File: config.mk
export PLATFORM = sky130hd
export DESIGN_NAME = pwm_period_duty_calculator_unit_flat
export DESIGN_NICKNAME = d
export VERILOG_FILES = /design/src/sv/pdc_pkg.sv /design/src/sv/pdc_ifs.sv /design/src/sv/pdc_divider.sv /design/src/sv/pwm_period_duty_calculator_unit.sv /design/src/flat_wrapper.sv
export SDC_FILE = /design/constraint.sdc
export NUM_CORES = 2
export LEC_CHECK = 0
export BUFFER_PORTS_ARGS = -buffer_cell sky130_fd_sc_hd__buf_2
export CAP_MARGIN = 15
export CORE_MARGIN = 1
export CORE_UTILIZATION = 35
export DETAILED_ROUTE_END_ITERATION = 8
export PLACE_DENSITY = 0.59
export SYNTH_ARGS = -nofsm -noshare
export SYNTH_HDL_FRONTEND = slang
export SYNTH_SLANG_ARGS = --single-unit
File: constraint.sdc
create_clock -name clk -period 7.7 [get_ports clk]
set_clock_uncertainty 0.05 [all_clocks]
set_input_delay 1.54 -clock clk [delete_from_list [all_inputs] [get_ports clk]]
set_output_delay 1.54 -clock clk [all_outputs]
set_load 0.005 [all_outputs]
File: src/sv/pdc_pkg.sv
// Package: types and constants of the PWM period and duty calculator.
`timescale 1ns / 1ps
package pdc_pkg;

	localparam int FREQ_W   = 32;
	localparam int DUTY_W   = 8;
	localparam int COUNT_W  = 16;
	localparam int CMP_W    = 17;
	localparam int DEN_W    = 49;
	localparam int CNT_W    = 5;

	localparam logic [31:0]        CLOCK_RESET  = 32'd72000000;
	localparam logic [COUNT_W-1:0] RELOAD_RESET = 16'hFFFF;
	localparam logic [6:0]         FULL_DUTY    = 7'd100;

	// Reciprocal of 100 scaled by 2^30, rounded up; exact for products below 2^23
	localparam logic [23:0]        DUTY_RECIP   = 24'd10737419;
	localparam int                 DUTY_SHIFT   = 30;

	localparam logic CMD_SETUP     = 1'b0;
	localparam logic CMD_DUTY_ONLY = 1'b1;

	localparam logic STATUS_OK   = 1'b0;
	localparam logic STATUS_FAIL = 1'b1;

	typedef enum logic [3:0] {
		S_IDLE,
		S_M_GO,
		S_M_WAIT,
		S_MF_MUL,
		S_Q_GO,
		S_Q_WAIT,
		S_CMP_MUL,
		S_CMP_SCALE,
		S_FINISH
	} pdc_state_t;

	typedef struct packed {
		logic                start;
		logic [FREQ_W-1:0]   dividend;
		logic [DEN_W-1:0]    divisor;
	} div_req_t;

	typedef struct packed {
		logic                done;
		logic [FREQ_W-1:0]   quotient;
	} div_rsp_t;

endpackage

File: src/sv/pdc_ifs.sv
// Interfaces: request, result and configuration channels.
`timescale 1ns / 1ps
interface pdc_req_if;
	logic                       valid;
	logic                       ready;
	logic                       command;
	logic [pdc_pkg::FREQ_W-1:0] frequency;
	logic [pdc_pkg::DUTY_W-1:0] duty;
	modport source (output valid, command, frequency, duty, input ready);
	modport sink (input valid, command, frequency, duty, output ready);
endinterface

interface pdc_rsp_if;
	logic                        valid;
	logic                        ready;
	logic                        status;
	logic [pdc_pkg::COUNT_W-1:0] prescaler;
	logic [pdc_pkg::COUNT_W-1:0] reload;
	logic [pdc_pkg::CMP_W-1:0]   compare;
	modport source (output valid, status, prescaler, reload, compare, input ready);
	modport sink (input valid, status, prescaler, reload, compare, output ready);
endinterface

interface pdc_cfg_if;
	logic                       valid;
	logic                       ready;
	logic [pdc_pkg::FREQ_W-1:0] data;
	modport source (output valid, data, input ready);
	modport sink (input valid, data, output ready);
endinterface

File: src/sv/pdc_divider.sv
// Restoring divider: one quotient bit per cycle, 32 iterations, done pulsed after the last iteration.
`timescale 1ns / 1ps
module pdc_divider (
	input  logic              clk,
	input  logic              arst_n,
	input  pdc_pkg::div_req_t req,
	output pdc_pkg::div_rsp_t rsp
);

	logic                          busy_q;
	logic                          done_q;
	logic [pdc_pkg::CNT_W-1:0]     cnt_q;
	logic [pdc_pkg::FREQ_W-1:0]    rem_q;
	logic [pdc_pkg::FREQ_W-1:0]    quo_q;
	logic [pdc_pkg::DEN_W-1:0]     den_q;
	logic [pdc_pkg::FREQ_W:0]      trial;
	logic [pdc_pkg::DEN_W-1:0]     trial_wide;
	logic [pdc_pkg::DEN_W-1:0]     diff;
	logic                          fits;

	// Shift in the next dividend bit and trial-subtract
	assign trial      = {rem_q, quo_q[pdc_pkg::FREQ_W-1]};
	assign trial_wide = {{(pdc_pkg::DEN_W-pdc_pkg::FREQ_W-1){1'b0}}, trial};
	assign fits       = (trial_wide >= den_q);
	assign diff       = trial_wide - den_q;

	// Control: count iterations, pulse done at the end
	always_ff @(posedge clk or negedge arst_n) begin
		if (!arst_n) begin
			busy_q <= 1'b0;
			done_q <= 1'b0;
			cnt_q  <= '0;
		end else begin
			done_q <= 1'b0;
			if (req.start) begin
				busy_q <= 1'b1;
				cnt_q  <= '0;
			end else if (busy_q) begin
				cnt_q <= cnt_q + 1'b1;
				if (cnt_q == {pdc_pkg::CNT_W{1'b1}}) begin
					busy_q <= 1'b0;
					done_q <= 1'b1;
				end
			end
		end
	end

	// Datapath: remainder and dividend/quotient shift register
	always_ff @(posedge clk) begin
		if (req.start) begin
			rem_q <= '0;
			quo_q <= req.dividend;
			den_q <= req.divisor;
		end else if (busy_q) begin
			rem_q <= fits ? diff[pdc_pkg::FREQ_W-1:0] : trial[pdc_pkg::FREQ_W-1:0];
			quo_q <= {quo_q[pdc_pkg::FREQ_W-2:0], fits};
		end
	end

	assign rsp.done     = done_q;
	assign rsp.quotient = quo_q;

endmodule

File: src/sv/pwm_period_duty_calculator_unit.sv
// Top level: PWM prescaler, reload and compare calculator with a shared divider.
// Set-up request: prescaler division, period division, then the compare steps; a failure skips to the result.
// Duty-only request: multiply, then reciprocal scale by 100.
// One request at a time: ready again the cycle after the result is registered; a held result
// stalls the finish.
// Reset: timer clock 72 MHz, prescaler 0, reload 65535, no result pending.
`timescale 1ns / 1ps
module pwm_period_duty_calculator_unit (
	input  logic       clk,
	input  logic       arst_n,
	pdc_req_if.sink    req,
	pdc_rsp_if.source  rsp,
	pdc_cfg_if.sink    cfg
);

	pdc_pkg::pdc_state_t            state_q;
	pdc_pkg::pdc_state_t            state_nx;
	pdc_pkg::div_req_t              div_req;
	pdc_pkg::div_rsp_t              div_rsp;

	logic [pdc_pkg::FREQ_W-1:0]     clock_q;
	logic [pdc_pkg::COUNT_W-1:0]    held_prescaler_q;
	logic [pdc_pkg::COUNT_W-1:0]    held_reload_q;
	logic                           out_valid_q;

	logic [pdc_pkg::FREQ_W-1:0]     freq_q;
	logic [6:0]                     duty_q;
	logic [pdc_pkg::FREQ_W-1:0]     num_q;
	logic [pdc_pkg::DEN_W-1:0]      den_q;
	logic [pdc_pkg::CMP_W-1:0]      m_q;
	logic [pdc_pkg::CMP_W-1:0]      op_q;
	logic                           fail_q;
	logic [pdc_pkg::CMP_W-1:0]      cmp_q;
	logic                           status_q;
	logic [pdc_pkg::COUNT_W-1:0]    prescaler_q;
	logic [pdc_pkg::COUNT_W-1:0]    reload_q;
	logic [pdc_pkg::CMP_W-1:0]      compare_q;

	logic                           accept;
	logic                           out_free;
	logic                           div_start;
	logic [6:0]                     duty_cap;
	logic [pdc_pkg::DEN_W-1:0]      freq_span;
	logic [pdc_pkg::DEN_W-1:0]      mf_prod;
	logic [23:0]                    duty_prod;
	logic [47:0]                    scale_prod;

	assign accept   = req.valid && req.ready;
	assign out_free = !out_valid_q || rsp.ready;
	assign duty_cap = (req.duty > {1'b0, pdc_pkg::FULL_DUTY}) ? pdc_pkg::FULL_DUTY
	                                                         : req.duty[6:0];
	// f * 65537 as a shift and add
	assign freq_span = {1'b0, req.frequency, 16'b0}
	                 + {{(pdc_pkg::DEN_W-pdc_pkg::FREQ_W){1'b0}}, req.frequency};
	assign mf_prod   = {{(pdc_pkg::DEN_W-pdc_pkg::CMP_W){1'b0}}, m_q}
	                 * {{(pdc_pkg::DEN_W-pdc_pkg::FREQ_W){1'b0}}, freq_q};
	assign duty_prod = {{(24-pdc_pkg::CMP_W){1'b0}}, op_q} * {17'b0, duty_q};
	// Divide by 100 as a multiply by the scaled reciprocal
	assign scale_prod = {24'b0, num_q[23:0]} * {24'b0, pdc_pkg::DUTY_RECIP};

	// Next state
	always_comb begin
		state_nx = state_q;
		case (state_q)
			pdc_pkg::S_IDLE: begin
				if (accept) begin
					if (req.command == pdc_pkg::CMD_DUTY_ONLY)
						state_nx = pdc_pkg::S_CMP_MUL;
					else if (req.frequency == '0)
						state_nx = pdc_pkg::S_FINISH;
					else
						state_nx = pdc_pkg::S_M_GO;
				end
			end
			pdc_pkg::S_M_GO:   state_nx = pdc_pkg::S_M_WAIT;
			pdc_pkg::S_M_WAIT: begin
				if (div_rsp.done)
					state_nx = (div_rsp.quotient[31:16] != '0) ? pdc_pkg::S_FINISH
					                                           : pdc_pkg::S_MF_MUL;
			end
			pdc_pkg::S_MF_MUL: state_nx = pdc_pkg::S_Q_GO;
			pdc_pkg::S_Q_GO:   state_nx = pdc_pkg::S_Q_WAIT;
			pdc_pkg::S_Q_WAIT: begin
				if (div_rsp.done)
					state_nx = (div_rsp.quotient == '0) ? pdc_pkg::S_FINISH
					                                    : pdc_pkg::S_CMP_MUL;
			end
			pdc_pkg::S_CMP_MUL:   state_nx = pdc_pkg::S_CMP_SCALE;
			pdc_pkg::S_CMP_SCALE: state_nx = pdc_pkg::S_FINISH;
			pdc_pkg::S_FINISH: begin
				if (out_free)
					state_nx = pdc_pkg::S_IDLE;
			end
			default: state_nx = pdc_pkg::S_IDLE;
		endcase
	end

	// Outputs of the sequencer
	always_comb begin
		req.ready = 1'b0;
		div_start = 1'b0;
		case (state_q)
			pdc_pkg::S_IDLE: req.ready = 1'b1;
			pdc_pkg::S_M_GO: div_start = 1'b1;
			pdc_pkg::S_Q_GO: div_start = 1'b1;
			default: begin
				req.ready = 1'b0;
				div_start = 1'b0;
			end
		endcase
	end

	assign cfg.ready = 1'b1;

	// Control and held timer state
	always_ff @(posedge clk or negedge arst_n) begin
		if (!arst_n) begin
			state_q          <= pdc_pkg::S_IDLE;
			clock_q          <= pdc_pkg::CLOCK_RESET;
			held_prescaler_q <= '0;
			held_reload_q    <= pdc_pkg::RELOAD_RESET;
			out_valid_q      <= 1'b0;
		end else begin
			state_q <= state_nx;
			if (cfg.valid)
				clock_q <= cfg.data;
			if (state_q == pdc_pkg::S_Q_WAIT && div_rsp.done && div_rsp.quotient != '0) begin
				held_prescaler_q <= m_q[pdc_pkg::COUNT_W-1:0] - 1'b1;
				held_reload_q    <= div_rsp.quotient[pdc_pkg::COUNT_W-1:0] - 1'b1;
			end
			if (state_q == pdc_pkg::S_FINISH && out_free)
				out_valid_q <= 1'b1;
			else if (rsp.ready)
				out_valid_q <= 1'b0;
		end
	end

	// Operands and intermediate results
	always_ff @(posedge clk) begin
		case (state_q)
			pdc_pkg::S_IDLE: begin
				if (accept) begin
					freq_q <= req.frequency;
					duty_q <= duty_cap;
					num_q  <= clock_q;
					den_q  <= freq_span;
					op_q   <= {1'b0, held_reload_q} + 1'b1;
					fail_q <= (req.command == pdc_pkg::CMD_SETUP) && (req.frequency == '0);
				end
			end
			pdc_pkg::S_M_WAIT: begin
				if (div_rsp.done) begin
					m_q    <= {1'b0, div_rsp.quotient[pdc_pkg::COUNT_W-1:0]} + 1'b1;
					fail_q <= (div_rsp.quotient[31:16] != '0);
				end
			end
			pdc_pkg::S_MF_MUL: den_q <= mf_prod;
			pdc_pkg::S_Q_WAIT: begin
				if (div_rsp.done) begin
					op_q   <= div_rsp.quotient[pdc_pkg::CMP_W-1:0];
					fail_q <= (div_rsp.quotient == '0);
				end
			end
			pdc_pkg::S_CMP_MUL: num_q <= {8'b0, duty_prod};
			pdc_pkg::S_CMP_SCALE: cmp_q <= scale_prod[pdc_pkg::DUTY_SHIFT +: pdc_pkg::CMP_W];
			default: begin
			end
		endcase
	end

	// Result register
	always_ff @(posedge clk) begin
		if (state_q == pdc_pkg::S_FINISH && out_free) begin
			status_q    <= fail_q ? pdc_pkg::STATUS_FAIL : pdc_pkg::STATUS_OK;
			prescaler_q <= held_prescaler_q;
			reload_q    <= held_reload_q;
			compare_q   <= fail_q ? '0 : cmp_q;
		end
	end

	assign div_req.start    = div_start;
	assign div_req.dividend = num_q;
	assign div_req.divisor  = den_q;

	pdc_divider u_div (
		.clk    (clk),
		.arst_n (arst_n),
		.req    (div_req),
		.rsp    (div_rsp)
	);

	assign rsp.valid     = out_valid_q;
	assign rsp.status    = status_q;
	assign rsp.prescaler = prescaler_q;
	assign rsp.reload    = reload_q;
	assign rsp.compare   = compare_q;

endmodule

File: src/flat_wrapper.sv
// flat-port wrapper written by rule: the top's interface ports become plain ports
module pwm_period_duty_calculator_unit_flat 
  (clk, arst_n, req_valid, req_command, req_frequency, req_duty, req_ready, rsp_valid, rsp_status, rsp_prescaler, rsp_reload, rsp_compare, rsp_ready, cfg_valid, cfg_data, cfg_ready);
  pdc_req_if req_i ();
  pdc_rsp_if rsp_i ();
  pdc_cfg_if cfg_i ();
  input  logic clk;
  input  logic arst_n;
  input wire logic [$bits(req_i.valid)-1:0] req_valid;
  input wire logic [$bits(req_i.command)-1:0] req_command;
  input wire logic [$bits(req_i.frequency)-1:0] req_frequency;
  input wire logic [$bits(req_i.duty)-1:0] req_duty;
  output wire logic [$bits(req_i.ready)-1:0] req_ready;
  output wire logic [$bits(rsp_i.valid)-1:0] rsp_valid;
  output wire logic [$bits(rsp_i.status)-1:0] rsp_status;
  output wire logic [$bits(rsp_i.prescaler)-1:0] rsp_prescaler;
  output wire logic [$bits(rsp_i.reload)-1:0] rsp_reload;
  output wire logic [$bits(rsp_i.compare)-1:0] rsp_compare;
  input wire logic [$bits(rsp_i.ready)-1:0] rsp_ready;
  input wire logic [$bits(cfg_i.valid)-1:0] cfg_valid;
  input wire logic [$bits(cfg_i.data)-1:0] cfg_data;
  output wire logic [$bits(cfg_i.ready)-1:0] cfg_ready;
  assign req_i.valid = req_valid;
  assign req_i.command = req_command;
  assign req_i.frequency = req_frequency;
  assign req_i.duty = req_duty;
  assign req_ready = req_i.ready;
  assign rsp_valid = rsp_i.valid;
  assign rsp_status = rsp_i.status;
  assign rsp_prescaler = rsp_i.prescaler;
  assign rsp_reload = rsp_i.reload;
  assign rsp_compare = rsp_i.compare;
  assign rsp_i.ready = rsp_ready;
  assign cfg_i.valid = cfg_valid;
  assign cfg_i.data = cfg_data;
  assign cfg_ready = cfg_i.ready;
  pwm_period_duty_calculator_unit u_core (.clk(clk), .arst_n(arst_n), .req(req_i), .rsp(rsp_i), .cfg(cfg_i));
endmodule
# [Yosys cells after proc, flatten, opt, wreduce, memory -nomap -nowiden]
# Index checks and enable logic that the tools add are counted.
[op_classes] div_mod_pow=0 n_shift=0 n_lt_le_gt_ge=2 n_mux=36 n_eq_ne=13 reduce_logical=26 multipliers=3 n_bitwise=1 addsub=7
[op_table] cell="32-bit 2-to-1 mux" count=4
[op_table] cell="49-bit one-hot mux with 2 select lines" count=1
[op_table] cell="32-bit zero test" count=2
[op_table] cell="32-bit one-hot mux with 2 select lines" count=1
[op_table] cell="48-bit by 32-bit adder with 49-bit output" count=1
[op_table] cell="33-bit by 49-bit >= comparator with 1-bit output" count=1
[op_table] cell="17-bit by 32-bit multiplier with 49-bit output" count=1
[op_table] cell="49-bit 2-to-1 mux" count=1
[op_table] cell="24-bit by 24-bit multiplier with 47-bit output, second input constant" count=1
[op_table] cell="4-bit one-hot mux with 9 select lines" count=1
[op_table] cell="16-bit by 1-bit adder with 17-bit output, second input constant" count=2
[op_table] cell="17-bit 2-to-1 mux" count=2
[op_table] cell="17-bit one-hot mux with 2 select lines" count=1
[op_table] cell="4-bit 2-to-1 mux" count=8
[op_table] cell="32-bit nonzero test" count=1
[op_table] cell="16-bit by 1-bit subtractor with 16-bit output, second input constant" count=2
[op_table] cell="32-bit subtractor" count=1
[op_table] cell="17-bit by 7-bit multiplier with 24-bit output" count=1
[op_table] cell="4-bit by 3-bit == test with 1-bit output, second input constant" count=4
[op_table] cell="16-bit nonzero test" count=1
[op_table] cell="1-bit 2-to-1 mux" count=14
[op_table] cell="5-bit 2-to-1 mux" count=2
[op_table] cell="2-bit nonzero test" count=5
[op_table] cell="4-bit by 2-bit == test with 1-bit output, second input constant" count=2
[op_table] cell="18 further kinds" count=28
[totals] romBits=0 elab_cells=111 reg_bits=411 ramBits=0 latch_bits=0 n_memories=0 input_bits=78

# [Depth between registers and ports, before layout]
[depth] word_depth=5 depth_mapped=26 depth_no_buf=26

# [Hierarchy]
# A second synthesis with hierarchy kept.
[hier_totals] cells_unflattened=5087 hier_area_um2=50263.2
[modules_own_cells] mod="pwm_period_duty_calculator_unit" seq_area_each_um2=8421.8 area_per_inst_um2=43762.0 n_inst=1 cells_each=4497
[modules_own_cells] mod="pdc_divider" seq_area_each_um2=3248.1 area_per_inst_um2=6501.2 n_inst=1 cells_each=590

# [Worst setup path after synthesis]
# Ideal clock, no wire load.
[synth_timing] path_kind="reg2reg" start="register u_core.m_q[10] (netlist bit)" end="register u_core.den_q[44] (netlist bit) (data pin)" synth_period_minus_slack_ns=6.641 t_arrival_ns=6.334 slack_ns=1.059 stages_incl_launch_ff=26 path_buffers=2 required_time_ns=7.393 cell_sequence="edfxtp_1 clkbuf_1 clkbuf_1 nand2_1 fa_1 inv_1 fa_1 inv_1 fa_1 inv_1 fa_1 fa_1 inv_1 fa_1 inv_1 ha_1 a21o_1 a211oi_1 nand2_1 a21oi_1 and4b_1 nor3_1 a21oi_1 nand2_1 a31oi_1 a32o_1"
[synth_via] elab_chain_cells=2
[synth_rtl] element="start, declared" line="pwm_period_duty_calculator_unit.sv:30" source="logic [pdc_pkg::CMP_W-1:0] m_q;"
[synth_rtl] element="start signal, assigned" line="pwm_period_duty_calculator_unit.sv:153" source="m_q <= {1'b0, div_rsp.quotient[pdc_pkg::COUNT_W-1:0]} + 1'b1;"
[synth_rtl] element="17-bit by 32-bit multiplier with 49-bit output" line="pwm_period_duty_calculator_unit.sv:56" source="* {{(pdc_pkg::DEN_W-pdc_pkg::FREQ_W){1'b0}}, freq_q};"
[synth_rtl] element="49-bit one-hot mux with 2 select lines" line="pwm_period_duty_calculator_unit.sv:140" source="case (state_q)"
[synth_rtl] element="end signal, assigned" line="pwm_period_duty_calculator_unit.sv:146" source="den_q <= freq_span;"
[synth_rtl] element="end signal, assigned" line="pwm_period_duty_calculator_unit.sv:157" source="pdc_pkg::S_MF_MUL: den_q <= mf_prod;"
[synth_rtl] element="end, declared" line="pwm_period_duty_calculator_unit.sv:29" source="logic [pdc_pkg::DEN_W-1:0] den_q;"
# Every way passes these cells.
# A chain may end at the register's enable or synchronous reset.

# [Worst setup path after layout]
[layout_timing] start="register u_core.m_q[3] (netlist bit)" end="register u_core.den_q[46] (netlist bit) (data pin)"
# Same word-level chain as after synthesis.

==> impl_metrics.csv <==
group,metric,value,unit
status,outcome,"complete, no violations",
routing,dr.first_iter.drc_count,2387,
synthesis,synth_cell_types,80,
routing,wl,134000,µm
synthesis,synthMuxAreaShare,1.43,%
synthesis,synth_most_common_cell,"inv_1",
clock_tree,tritoncts,"yes",
sta,slew_viol_final,0,
synthesis,ys_seq_area_share,23.4,%
clock_tree,cts_setup_buffers,0,
synthesis,synth.cell_area,49800,µm²
synthesis,synth-main-ff-cell,"edfxtp_1",
routing,drc,0,
routing,ant_nets,0,
floorplan,dieArea,144000,µm²
grt,grt_pass1_wl,211000,µm
finish,nets,6479,
finish,syn_to_final_growth,9.35,%
clock_tree,clk_latency,0.65,ns
grt,grt_pass1_vias,36246,
placed_design,hpwl,110000,µm
routing,via_count,35023,
sta,fin_crit,7.32,ns
synthesis,synth_top_area_share,30.1,%
floorplan,core_area,141000,µm²
critical_path,critPathTopFamily,"adder cells",
synthesis,synthCells,5086,
floorplan,start_util,35.3,%
sta,fmax,0.137,GHz
sta,tns,0,ns
placed_design,dp_cells,6982,
synthesis,synth-simple-area-share,12.5,%
sta,maxSlewHeadroom,23.7,%
synthesis,synth_seq_cells,411,
synthesis,synth_xor_area_share,3.44,%
synthesis,synth.top_cells.by_count,"inv_1 (1054), fa_1 (749), nand2_1 (711), ha_1 (495), edfxtp_1 (303)",
finish,drive_above_1_share,7.46,%
placed_design,place_congestion,0.902,
synthesis,synth_nets,6408,
synthesis,synth_compound_area_share,7.16,%
grt,grt_max_degree,69,
finish,stdcell_area,54500,µm²
critical_path,worst_ep_required_time,8.02,ns
critical_path,crit_path_frequent_cell,"fa_1",
grt,antenna_found_initial,4,
hold_path,hold_class,"reg -> reg",
critical_path,start_kind,"register",
floorplan,rows,138,
critical_path,path_max_fanout,17,
critical_path,slowest_stage,"edfxtp_1",
clock_tree,cts-resized-gates,0,
routing,vias_per_cell,4.94,
clock_tree,cts_hold_buffers,0,
floorplan,pin_count,131,
routing,detail_route.wl_per_cell,18.9,µm
clock_tree,clock_tree.root_cell,"clkbuf_16",
synthesis,ys_top_cells_by_area,"fa_1 (30%), edfxtp_1 (18%), ha_1 (12%)",
placed_design,post_dp_cell_area,52700,µm²
finish,multi_input_area,33400,µm²
placed_design,place.port_buffers,129,
finish,instances_no_fill,7093,
synthesis,async_reset_ff_share,18.5,%
floorplan,chipWidth,379,µm
grt,grt_use_total,19.0,%
synthesis,syn_avg_cell_area,9.80,µm²
floorplan,die_y,379,µm
grt,overflow,0,
sta,setup_viol,0,
clock_tree,htree_levels,2,
synthesis,synth_edf_count,303,
routing,drt-pass1-iter-count,6,
run,drv_cap,0,
synthesis,synth_top_family_by_area,"adder cells",
critical_path,crit_arrival,7.64,ns
critical_path,r2r_slack,0.38,ns
clock_tree,cts.sinks,411,
clock_tree,cts.path.max_buffers,3,
critical_path,path_buf_inv,5,
critical_path,critPathKind,"reg -> reg",
clock_tree,path_clk_slew,0.06,ns
synthesis,synth-adder-area-share,42.5,%
synthesis,yosysWarnings,0,
synthesis,yosysTopAreaCell,"fa_1",
finish,seqCellArea,11700,µm²
sta,tightest_slew,1.14,ns
critical_path,crit_chain,"buf_4, buf_4, nand2_1, fa_1, fa_1, fa_1, inv_1, fa_1, fa_1, inv_1, fa_1, inv_1, ha_1, and3_1, nor2b_1, nand3_1, a21o_1, a31oi_1, nor3_1, o31a_1, o221ai_1, xnor2_1, mux2i_1",
critical_path,endpoint_kind,"register",
sta,rsz0062_at_grt,"no",
sta,min_period_over_period,95.0,%
finish,nFillCells,13908,
clock_tree,cts_buffers,50,
sta,finalHoldViolCount,0,
critical_path,worst_path_largest_cell_delay,0.72,ns
[metrics by stage]
stage	setup slack [ns]	hold slack (ns)	util [%]
2_1_floorplan	1.06	0.350	-
3_3_place_gp	0.549	0.352	37.2
3_5_place_dp	0.444	0.355	37.2
4_1_cts	0.410	0.358	38.5
5_1_grt	0.0193	0.350	38.5
6_report	0.384	0.358	38.5
[path summary, 6_finish.rpt]
path                                  start                endpoint  cells after the start
min reg2reg                u_core.den_q[16]  u_core.u_div.den_q[16]                      0
max in group asynchronous            arst_n     u_core.u_div.busy_q                      2
max reg2reg                   u_core.m_q[3]        u_core.den_q[46]                     23
min in group asynchronous            arst_n       u_core.clock_q[6]                      1
min                        u_core.den_q[16]  u_core.u_div.den_q[16]                      0
max                           u_core.m_q[3]        u_core.den_q[46]                     23
[registers in the layout, summed over array words and instances (netlist names)]
register	flops
u_core.rsp.prescaler	16
u_core.u_div.rem_q	32
u_core.op_q	17
u_core.den_q	49
u_core.held_reload_q	16
u_core.fail_q	1
u_core.clock_q	32
u_core.rsp.valid	1
u_core.rsp.compare	17
u_core.held_prescaler_q	16
u_core.u_div.done_q	1
u_core.rsp.status	1
u_core.u_div.busy_q	1
u_core.u_div.quo_q	32
u_core.duty_q	7
u_core.freq_q	32
u_core.m_q	17
u_core.u_div.den_q	49
u_core.num_q	32
u_core.cmp_q	17
u_core.state_q	4
u_core.rsp.reload	16
u_core.u_div.cnt_q	5
[logic make-up after synthesis]
group / Yosys count
AO/OA/AOI/OAI: 579
XOR/XNOR: 196
adder cells (fa/ha/maj): 1244
buffers and inverters: 1255
flip-flops: 411
multiplexers: 67
other: 1
AND/OR/NAND/NOR: 1333
[metal layers]
layer,global-route usage (%),part of all wire [%],vias up
met3,2.50,6.3,154
met4,4.83,2.5,0
met1,26.0,44,17749
met2,31.6,47,977
li1,-,-,16143
met5,0,0,-
[layout by cell type, fill, tap and decap left out, types with 9 or more instances in the layout]
cell type | synthesis | layout
clkbuf_16 | 0 | 50
dfrtp_1 | 53 | 52
buf_4 | 1 | 89
o211ai_1 | 9 | 9
nor3_1 | 33 | 32
clkinv_2 | 0 | 10
nor4_1 | 25 | 25
buf_2 | 3 | 128
a211oi_1 | 15 | 15
dfxtp_1 | 32 | 32
a21o_1 | 77 | 77
and3_1 | 29 | 29
dfstp_2 | 23 | 23
mux2i_1 | 32 | 32
nand4_1 | 27 | 27
nand2b_1 | 17 | 17
o21ai_0 | 184 | 184
a31oi_1 | 20 | 20
xor2_1 | 72 | 72
nor2b_1 | 38 | 37
and2_1 | 255 | 255
inv_1 | 1054 | 1053
nor2_1 | 109 | 107
edfxtp_1 | 303 | 303
a21oi_1 | 164 | 164
o21a_1 | 10 | 10
ha_1 | 495 | 495
mux2_2 | 35 | 35
xnor2_1 | 124 | 124
nand3_1 | 55 | 53
fa_1 | 749 | 749
nand2_1 | 711 | 710
o21bai_1 | 18 | 18
[final cells by class]
type / count / share of cell area [%]
clock inverters: 28 / 0.581
flip-flops and latches: 411 / 21.4
clock buffers: 66 / 2.55
well taps: 1890 / 4.34
repair buffers: 219 / 2.47
multi-input cells: 3420 / 61.4
inverters: 1055 / 7.27
diodes: 4 / 0.0184
Power is not shown: default switching activity piles up to over one toggle a cycle in this logic, so the estimate is an artifact.
